<file path="config.mk">
export PLATFORM = sky130hd
export DESIGN_NAME = dmp_ctrl
export DESIGN_NICKNAME = d
export VERILOG_FILES = /design/src/dmp_pkg.sv /design/src/dmp_ctrl.sv
export SDC_FILE = /design/constraint.sdc
export NUM_CORES = 1
export LEC_CHECK = 0
export ABC_AREA = 1
export BUFFER_PORTS_ARGS = -buffer_cell sky130_fd_sc_hd__buf_2
export CAP_MARGIN = 20
export CORE_AREA = 2 2 39 41
export DETAILED_ROUTE_END_ITERATION = 10
export DIE_AREA = 0 0 41 43
export GPL_ROUTABILITY_DRIVEN = 0
export GPL_TIMING_DRIVEN = 0
export HOLD_SLACK_MARGIN = 0.02
export SYNTH_ARGS = -nofsm -noshare
export SYNTH_HDL_FRONTEND = slang
export SYNTH_SLANG_ARGS = --single-unit
</file>
<file path="constraint.sdc">
create_clock -name i_clk -period 3.6 [get_ports i_clk]
set_clock_uncertainty 0.05 [all_clocks]
set_input_delay 1.08 -clock i_clk [delete_from_list [all_inputs] [get_ports i_clk]]
set_output_delay 1.08 -clock i_clk [all_outputs]
set_load 0.01 [all_outputs]
</file>
<file path="src/dmp_pkg.sv">
`timescale 1ns / 1ps
// ----------------------------------------------------------------------------
// dmp_pkg
// Shared types and constants of the duration median profiler.
// ----------------------------------------------------------------------------
package dmp_pkg;

    localparam int SAMPLE_DEPTH = 512;
    localparam int WARMUP_SKIP  = 10;
    localparam int SLOT_COUNT   = 3;

    localparam int SLOT_W  = 2;
    localparam int IDX_W   = $clog2(SAMPLE_DEPTH);
    localparam int CNT_W   = $clog2(SAMPLE_DEPTH + 1);
    localparam int ADDR_W  = SLOT_W + IDX_W;
    localparam int MEM_D   = SLOT_COUNT * SAMPLE_DEPTH;
    localparam int NUM_W   = 64 + 10 + 16;
    localparam int STEP_W  = $clog2(NUM_W + 1);

    localparam logic OP_RECORD = 1'b0;
    localparam logic OP_QUERY  = 1'b1;

    localparam logic CFG_PROF = 1'b0;
    localparam logic CFG_FREQ = 1'b1;

    typedef enum logic [3:0] {
        ST_IDLE,
        ST_CHECK,
        ST_MUL_A,
        ST_MUL_B,
        ST_DIV,
        ST_UPDATE,
        ST_SEL_INIT,
        ST_SEL_READ,
        ST_SEL_BIT,
        ST_SEL_SAVE,
        ST_FINISH
    } t_state;

    typedef enum logic [3:0] {
        CMD_NONE,
        CMD_LOAD,
        CMD_CHECK,
        CMD_MUL_A,
        CMD_MUL_B,
        CMD_DIV,
        CMD_UPDATE,
        CMD_SEL_INIT,
        CMD_SEL_READ,
        CMD_SEL_BIT,
        CMD_SEL_SAVE,
        CMD_RESULT
    } t_cmd;

    typedef struct packed {
        logic is_query;
        logic slot_ok;
        logic ok;
        logic usable_zero;
        logic div_done;
        logic read_done;
        logic last_bit;
        logic need_second;
        logic out_free;
    } t_status;

endpackage

</file>
<file path="src/dmp_ctrl.sv">
`timescale 1ns / 1ps
// ----------------------------------------------------------------------------
// dmp_ctrl
// Sequencer for record conversion and median selection.
// ----------------------------------------------------------------------------
module dmp_ctrl (
    input  logic             i_clk,
    input  logic             i_rst_n,
    input  logic             i_in_valid,
    input  dmp_pkg::t_status i_status,
    output dmp_pkg::t_cmd    o_cmd,
    output logic             o_in_stall
);
    import dmp_pkg::*;

    t_state r_state;
    t_state n_state;

    always_ff @(posedge i_clk) begin
        if (!i_rst_n) begin
            r_state <= ST_IDLE;
        end else begin
            r_state <= n_state;
        end
    end

    always_comb begin
        n_state = r_state;
        case (r_state)
            ST_IDLE: begin
                if (i_in_valid) n_state = ST_CHECK;
            end
            ST_CHECK: begin
                if (!i_status.slot_ok) begin
                    n_state = ST_FINISH;
                end else if (i_status.is_query) begin
                    n_state = i_status.usable_zero ? ST_FINISH : ST_SEL_INIT;
                end else begin
                    n_state = i_status.ok ? ST_MUL_A : ST_FINISH;
                end
            end
            ST_MUL_A:    n_state = ST_MUL_B;
            ST_MUL_B:    n_state = ST_DIV;
            ST_DIV: begin
                if (i_status.div_done) n_state = ST_UPDATE;
            end
            ST_UPDATE:   n_state = ST_FINISH;
            ST_SEL_INIT: n_state = ST_SEL_READ;
            ST_SEL_READ: begin
                if (i_status.read_done) n_state = ST_SEL_BIT;
            end
            ST_SEL_BIT: begin
                if (!i_status.last_bit) begin
                    n_state = ST_SEL_READ;
                end else begin
                    n_state = i_status.need_second ? ST_SEL_SAVE : ST_FINISH;
                end
            end
            ST_SEL_SAVE: n_state = ST_SEL_INIT;
            ST_FINISH: begin
                if (i_status.out_free) n_state = ST_IDLE;
            end
            default:     n_state = ST_IDLE;
        endcase
    end

    always_comb begin
        o_cmd      = CMD_NONE;
        o_in_stall = 1'b1;
        case (r_state)
            ST_IDLE: begin
                o_in_stall = 1'b0;
                if (i_in_valid) o_cmd = CMD_LOAD;
            end
            ST_CHECK:    o_cmd = CMD_CHECK;
            ST_MUL_A:    o_cmd = CMD_MUL_A;
            ST_MUL_B:    o_cmd = CMD_MUL_B;
            ST_DIV:      o_cmd = CMD_DIV;
            ST_UPDATE:   o_cmd = CMD_UPDATE;
            ST_SEL_INIT: o_cmd = CMD_SEL_INIT;
            ST_SEL_READ: o_cmd = CMD_SEL_READ;
            ST_SEL_BIT:  o_cmd = CMD_SEL_BIT;
            ST_SEL_SAVE: o_cmd = CMD_SEL_SAVE;
            ST_FINISH: begin
                if (i_status.out_free) o_cmd = CMD_RESULT;
            end
            default:     o_cmd = CMD_NONE;
        endcase
    end

endmodule

</file>
Word-level counts from Yosys, hierarchy flattened
Index checks and enable logic that the tools add are counted.
{ "totals": {"ff_bits": 4, "inputBits": 12, "out_inout_bits": 5, "wordCells": 32} }
{ "classes": {"n_eq_ne": 14, "n_mux": 15, "n_reduce_logical": 2} }
{ "ops": {"columns": ["op", "n"], "rows": [
  ["$pmux W4 S11", 2],
  ["$mux W4", 10],
  ["$eq A4 B3 Y1 const B", 4],
  ["$eq A4 B4 Y1 const B", 3],
  ["$eq A4 B2 Y1 const B", 2],
  ["$ne A2 B2 Y1 const B", 4],
  ["$eq A4 B1 Y1 const B", 1],
  ["$logic_not A4 Y1", 1],
  ["$reduce_and A4 Y1", 1],
  ["$mux W1", 2],
  ["$mux W2", 1]
]} }

Depth between registers and ports, before layout
{ "depth": {"ltp_word": 4, "depth_mapped": 9, "ltp_nobuf": 8} }

Worst setup path before layout
OpenSTA, ideal clock, no wires.
{ "synth_timing": {"kind": "input port to output port", "start": "input i_status[0] (netlist name)", "end": "output o_cmd[3]", "arrival_time_ns": 1.523, "t_required_ns": 2.470, "slack_ns": 0.947, "cell_stages": 4, "n_path_buf": 0, "path_cell_list": "inv_1 nor3_1 nor2_1 nand3b_1"} }
{ "synth_between": {"elab_chain_cells": 2} }
{ "synth_rtl": {"columns": ["item", "line_no", "source"], "rows": [
  ["start: declaration", "dmp_ctrl.sv:10", "input dmp_pkg::t_status i_status,"],
  ["$mux W4", "dmp_ctrl.sv:85", "if (i_status.out_free) o_cmd = CMD_RESULT;"],
  ["$pmux W4 S11", "dmp_ctrl.sv:70", "case (r_state)"],
  ["end: declaration", "dmp_ctrl.sv:11", "output dmp_pkg::t_cmd o_cmd,"]
]} }
No other way between the ends.

Worst setup path in the final report
{ "layout_timing": {"start": "input i_status[0] (netlist name)", "end": "output o_cmd[0]"} }
Same word-level chain as after synthesis.

==> flow_metrics.tcl <==
set metrics [dict create \
    crit_buf_inv 3 \
    worst_slew_pin_slew_ps 281 \
    intPower_uw 217 \
    portBuffers 16 \
    grt_antenna_before_repair 0 \
    yosys_warnings 0 \
    area_growth_pct 28.7 \
    p_seq_frac 0.210 \
    final.setup.tns_ps 0 \
    maxCapViolCount 0 \
    crit_path_end_kind "primary output" \
    pwr-share-comb 0.671 \
    finalNonFillerCells 116 \
    synth_compound_area_frac 0.140 \
    worstReg2RegEnd "r_state[3]" \
    hold_viol 0 \
    fp-row-count 14 \
    period_needed_ps 2920 \
    fin_ws_ps 682 \
    cts_setup_buffers 0 \
    cp_top_family "simple AND/OR/NAND/NOR gates" \
    clock-sinks 4 \
    p_sw_frac 0.504 \
    seq_area_frac_synth 0.187 \
    path_class "in -> out" \
    whs_endpoint "r_state[1]" \
    fillers 166 \
    grt_max_degree 11 \
    gr-usage-all-layers 0.148 \
    finalMaxSlewViolations 0 \
    cts_inserted_buffers 3 \
    yosys.area_share.simple 0.541 \
    die-height_um 43 \
    hold_path_class "reg -> reg" \
    drt_iter0_drc 6 \
    antennaDiodeCount 0 \
    slew_headroom 0.812 \
    htreeDepth 1 \
    antenna_left 0 \
    layout-drive-gt1-share 0.270 \
    cts-root-buf "clkbuf_4" \
    synthesis.nets 93 \
    syn_avg_cell_area_um2 5.28 \
    grt_pass1_vias 459 \
    via_count 523 \
    grt-ovfl-total 0 \
    rsz0062_at_grt "false" \
    total_power_uw 437 \
    grt_pass1_wl_um 1790 \
    synthAdderAreaFrac 0 \
    wl_per_cell_um 8.99 \
    vdd_drop_max_v 0.000351 \
    p_leak_uw 0.000299 \
    synth_top_family_by_area "simple AND/OR/NAND/NOR gates" \
    setup_viol_count_final 0 \
    post-route-period-util 0.811 \
    synthMuxAreaShare 0 \
    die_w_um 41 \
    coreArea_mm2 0.00138 \
    crit_path_frequent_cell "buf_2" \
    vias_per_cell 4.51 \
    largest_register_ffs 4 \
    worstHoldStart "r_state[1]" \
    drc 0 \
    cpPeakStageDelay_ps 260 \
    dp_slack_ps 692 \
    synthXorXnorAreaFrac 0 \
    switchingPower_uw 220 \
    die_area_mm2 0.00176 \
    slowest_stage "nor3_1" \
    reg2reg_depth 7 \
    wl_um 1040 \
    cts.repair.resized 0 \
    synth_cell_types 16 \
    netlist_instances 81 \
    fmax_mhz 343 \
    synth_seq_cells 4 \
    hpwlAfterDp_um 870 \
    top_register "r_state" \
    cts.clk_slew.worst_paths_ps 30 \
    r2r_start "r_state[3]" \
    critPathRequiredTime_ps 2470 \
    cp_max_fo 2 \
    pin_count 17 \
    power.density_mw_per_mm2 793 \
    status "finished, final reports clean" \
    cp.arrival_ps 1790 \
    synthesis.area_um2 428 \
    start_util 0.309 \
    r2r_setup_slack_ps 2280 \
    dp.cells 113 \
    cts_tree "built" \
    reg.largest.list "r_state x4" \
    crit_cells 6 \
    dr.pass1.iters 4 \
    nNetsFinal 114 \
    cts_hold_buf 0 \
    critPathLaunchType "input port" \
    crit_path_cell_trace "buf_2 > inv_1 > nor3_1 > nor2_1 > o31ai_1 > buf_2" \
    power_frac_clock 0.119 \
    clk_path_buf_depth 2 \
    clk_latency_ps 230 \
    holdPathStages 2 \
]
worst max-delay path by stage:
stage / startpoint / endpoint / slack [ps]
final: i_status[0] / o_cmd[0] / 680
after global routing: i_status[0] / o_cmd[0] / 570
after CTS: i_status[0] / o_cmd[3] / 690
after detailed placement: i_status[0] / o_cmd[0] / 690
after global placement: i_status[0] / o_cmd[0] / 690
after floorplan: i_status[0] / o_cmd[3] / 950
cell usage in the layout (no fill, tap or decap):
cell      instances
nand2_1          23
buf_2            16
nor2_1           13
inv_1            11
a21oi_1           5
nand3_1           5
nand3b_1          4
dfxtp_1           4
nor2_2            3
o21ai_0           3
clkbuf_4          3
inv_2             2
nor3_1            2
nand2_2           2
buf_4             1
o21a_1            1
o31ai_1           1
o21ai_1           1
power groups by stage:
stage / clock (uW) / sequential (uW) / combinational [uW]
global route: 61.2 / 94.0 / 337
CTS: 55.6 / 91.4 / 297
detailed placement: 0 / 91.9 / 295
global placement: 0 / 92.5 / 295
floorplan: 0 / 83.6 / 218
finish: 52.1 / 91.6 / 293
logic make-up after synthesis:
kind of cell	after synthesis
and+or+nand+nor	52
buffers and inverters	14
AOI/OAI and AO/OA	11
DFF	4
area by class of cell:
type	count	area, um2	area share
well taps	16	20.0	0.0364
multi-input cells	63	292	0.530
flip-flops and latches	4	80.1	0.145
clock buffers	3	22.5	0.0409
plain buffers	1	7.51	0.0136
repair buffers	16	80.1	0.145
inverters	13	48.8	0.0886
stage by stage:
step                cell area, um2  hold slack [ps]   util
global placement               528              560  0.382
CTS                            551              561  0.398
global route                   551              595  0.398
floorplan                      428              490      -
detailed placement             528              555  0.382
finish                         551              551  0.398
synthesized netlist by cell type:
cell type / n / area share
nor2_2: 3 / 0.044
o21ai_0: 3 / 0.035
dfxtp_1: 4 / 0.19
inv_2: 2 / 0.018
o21a_1: 1 / 0.018
nand3_1: 5 / 0.058
nor3_1: 2 / 0.023
inv_1: 11 / 0.096
nor2_1: 13 / 0.11
buf_4: 1 / 0.018
o31ai_1: 1 / 0.018
nand3b_1: 4 / 0.070
o21ai_1: 1 / 0.012
a21oi_1: 5 / 0.058
nand2_2: 2 / 0.029
nand2_1: 23 / 0.20
worst min-delay path: cells and delay by family, from the launching register on:
kind,cells,cell delay (ps)
DFF,1,380
AOI/OAI and AO/OA,2,170
metal layers:
layer	track usage	vias up	share of wire
met5	0	-	0
met4	0.0800	0	0
met3	0.0314	0	0.038
met2	0.213	9	0.49
met1	0.197	218	0.47
li1	-	296	-
(Power assumes the default switching activity.)
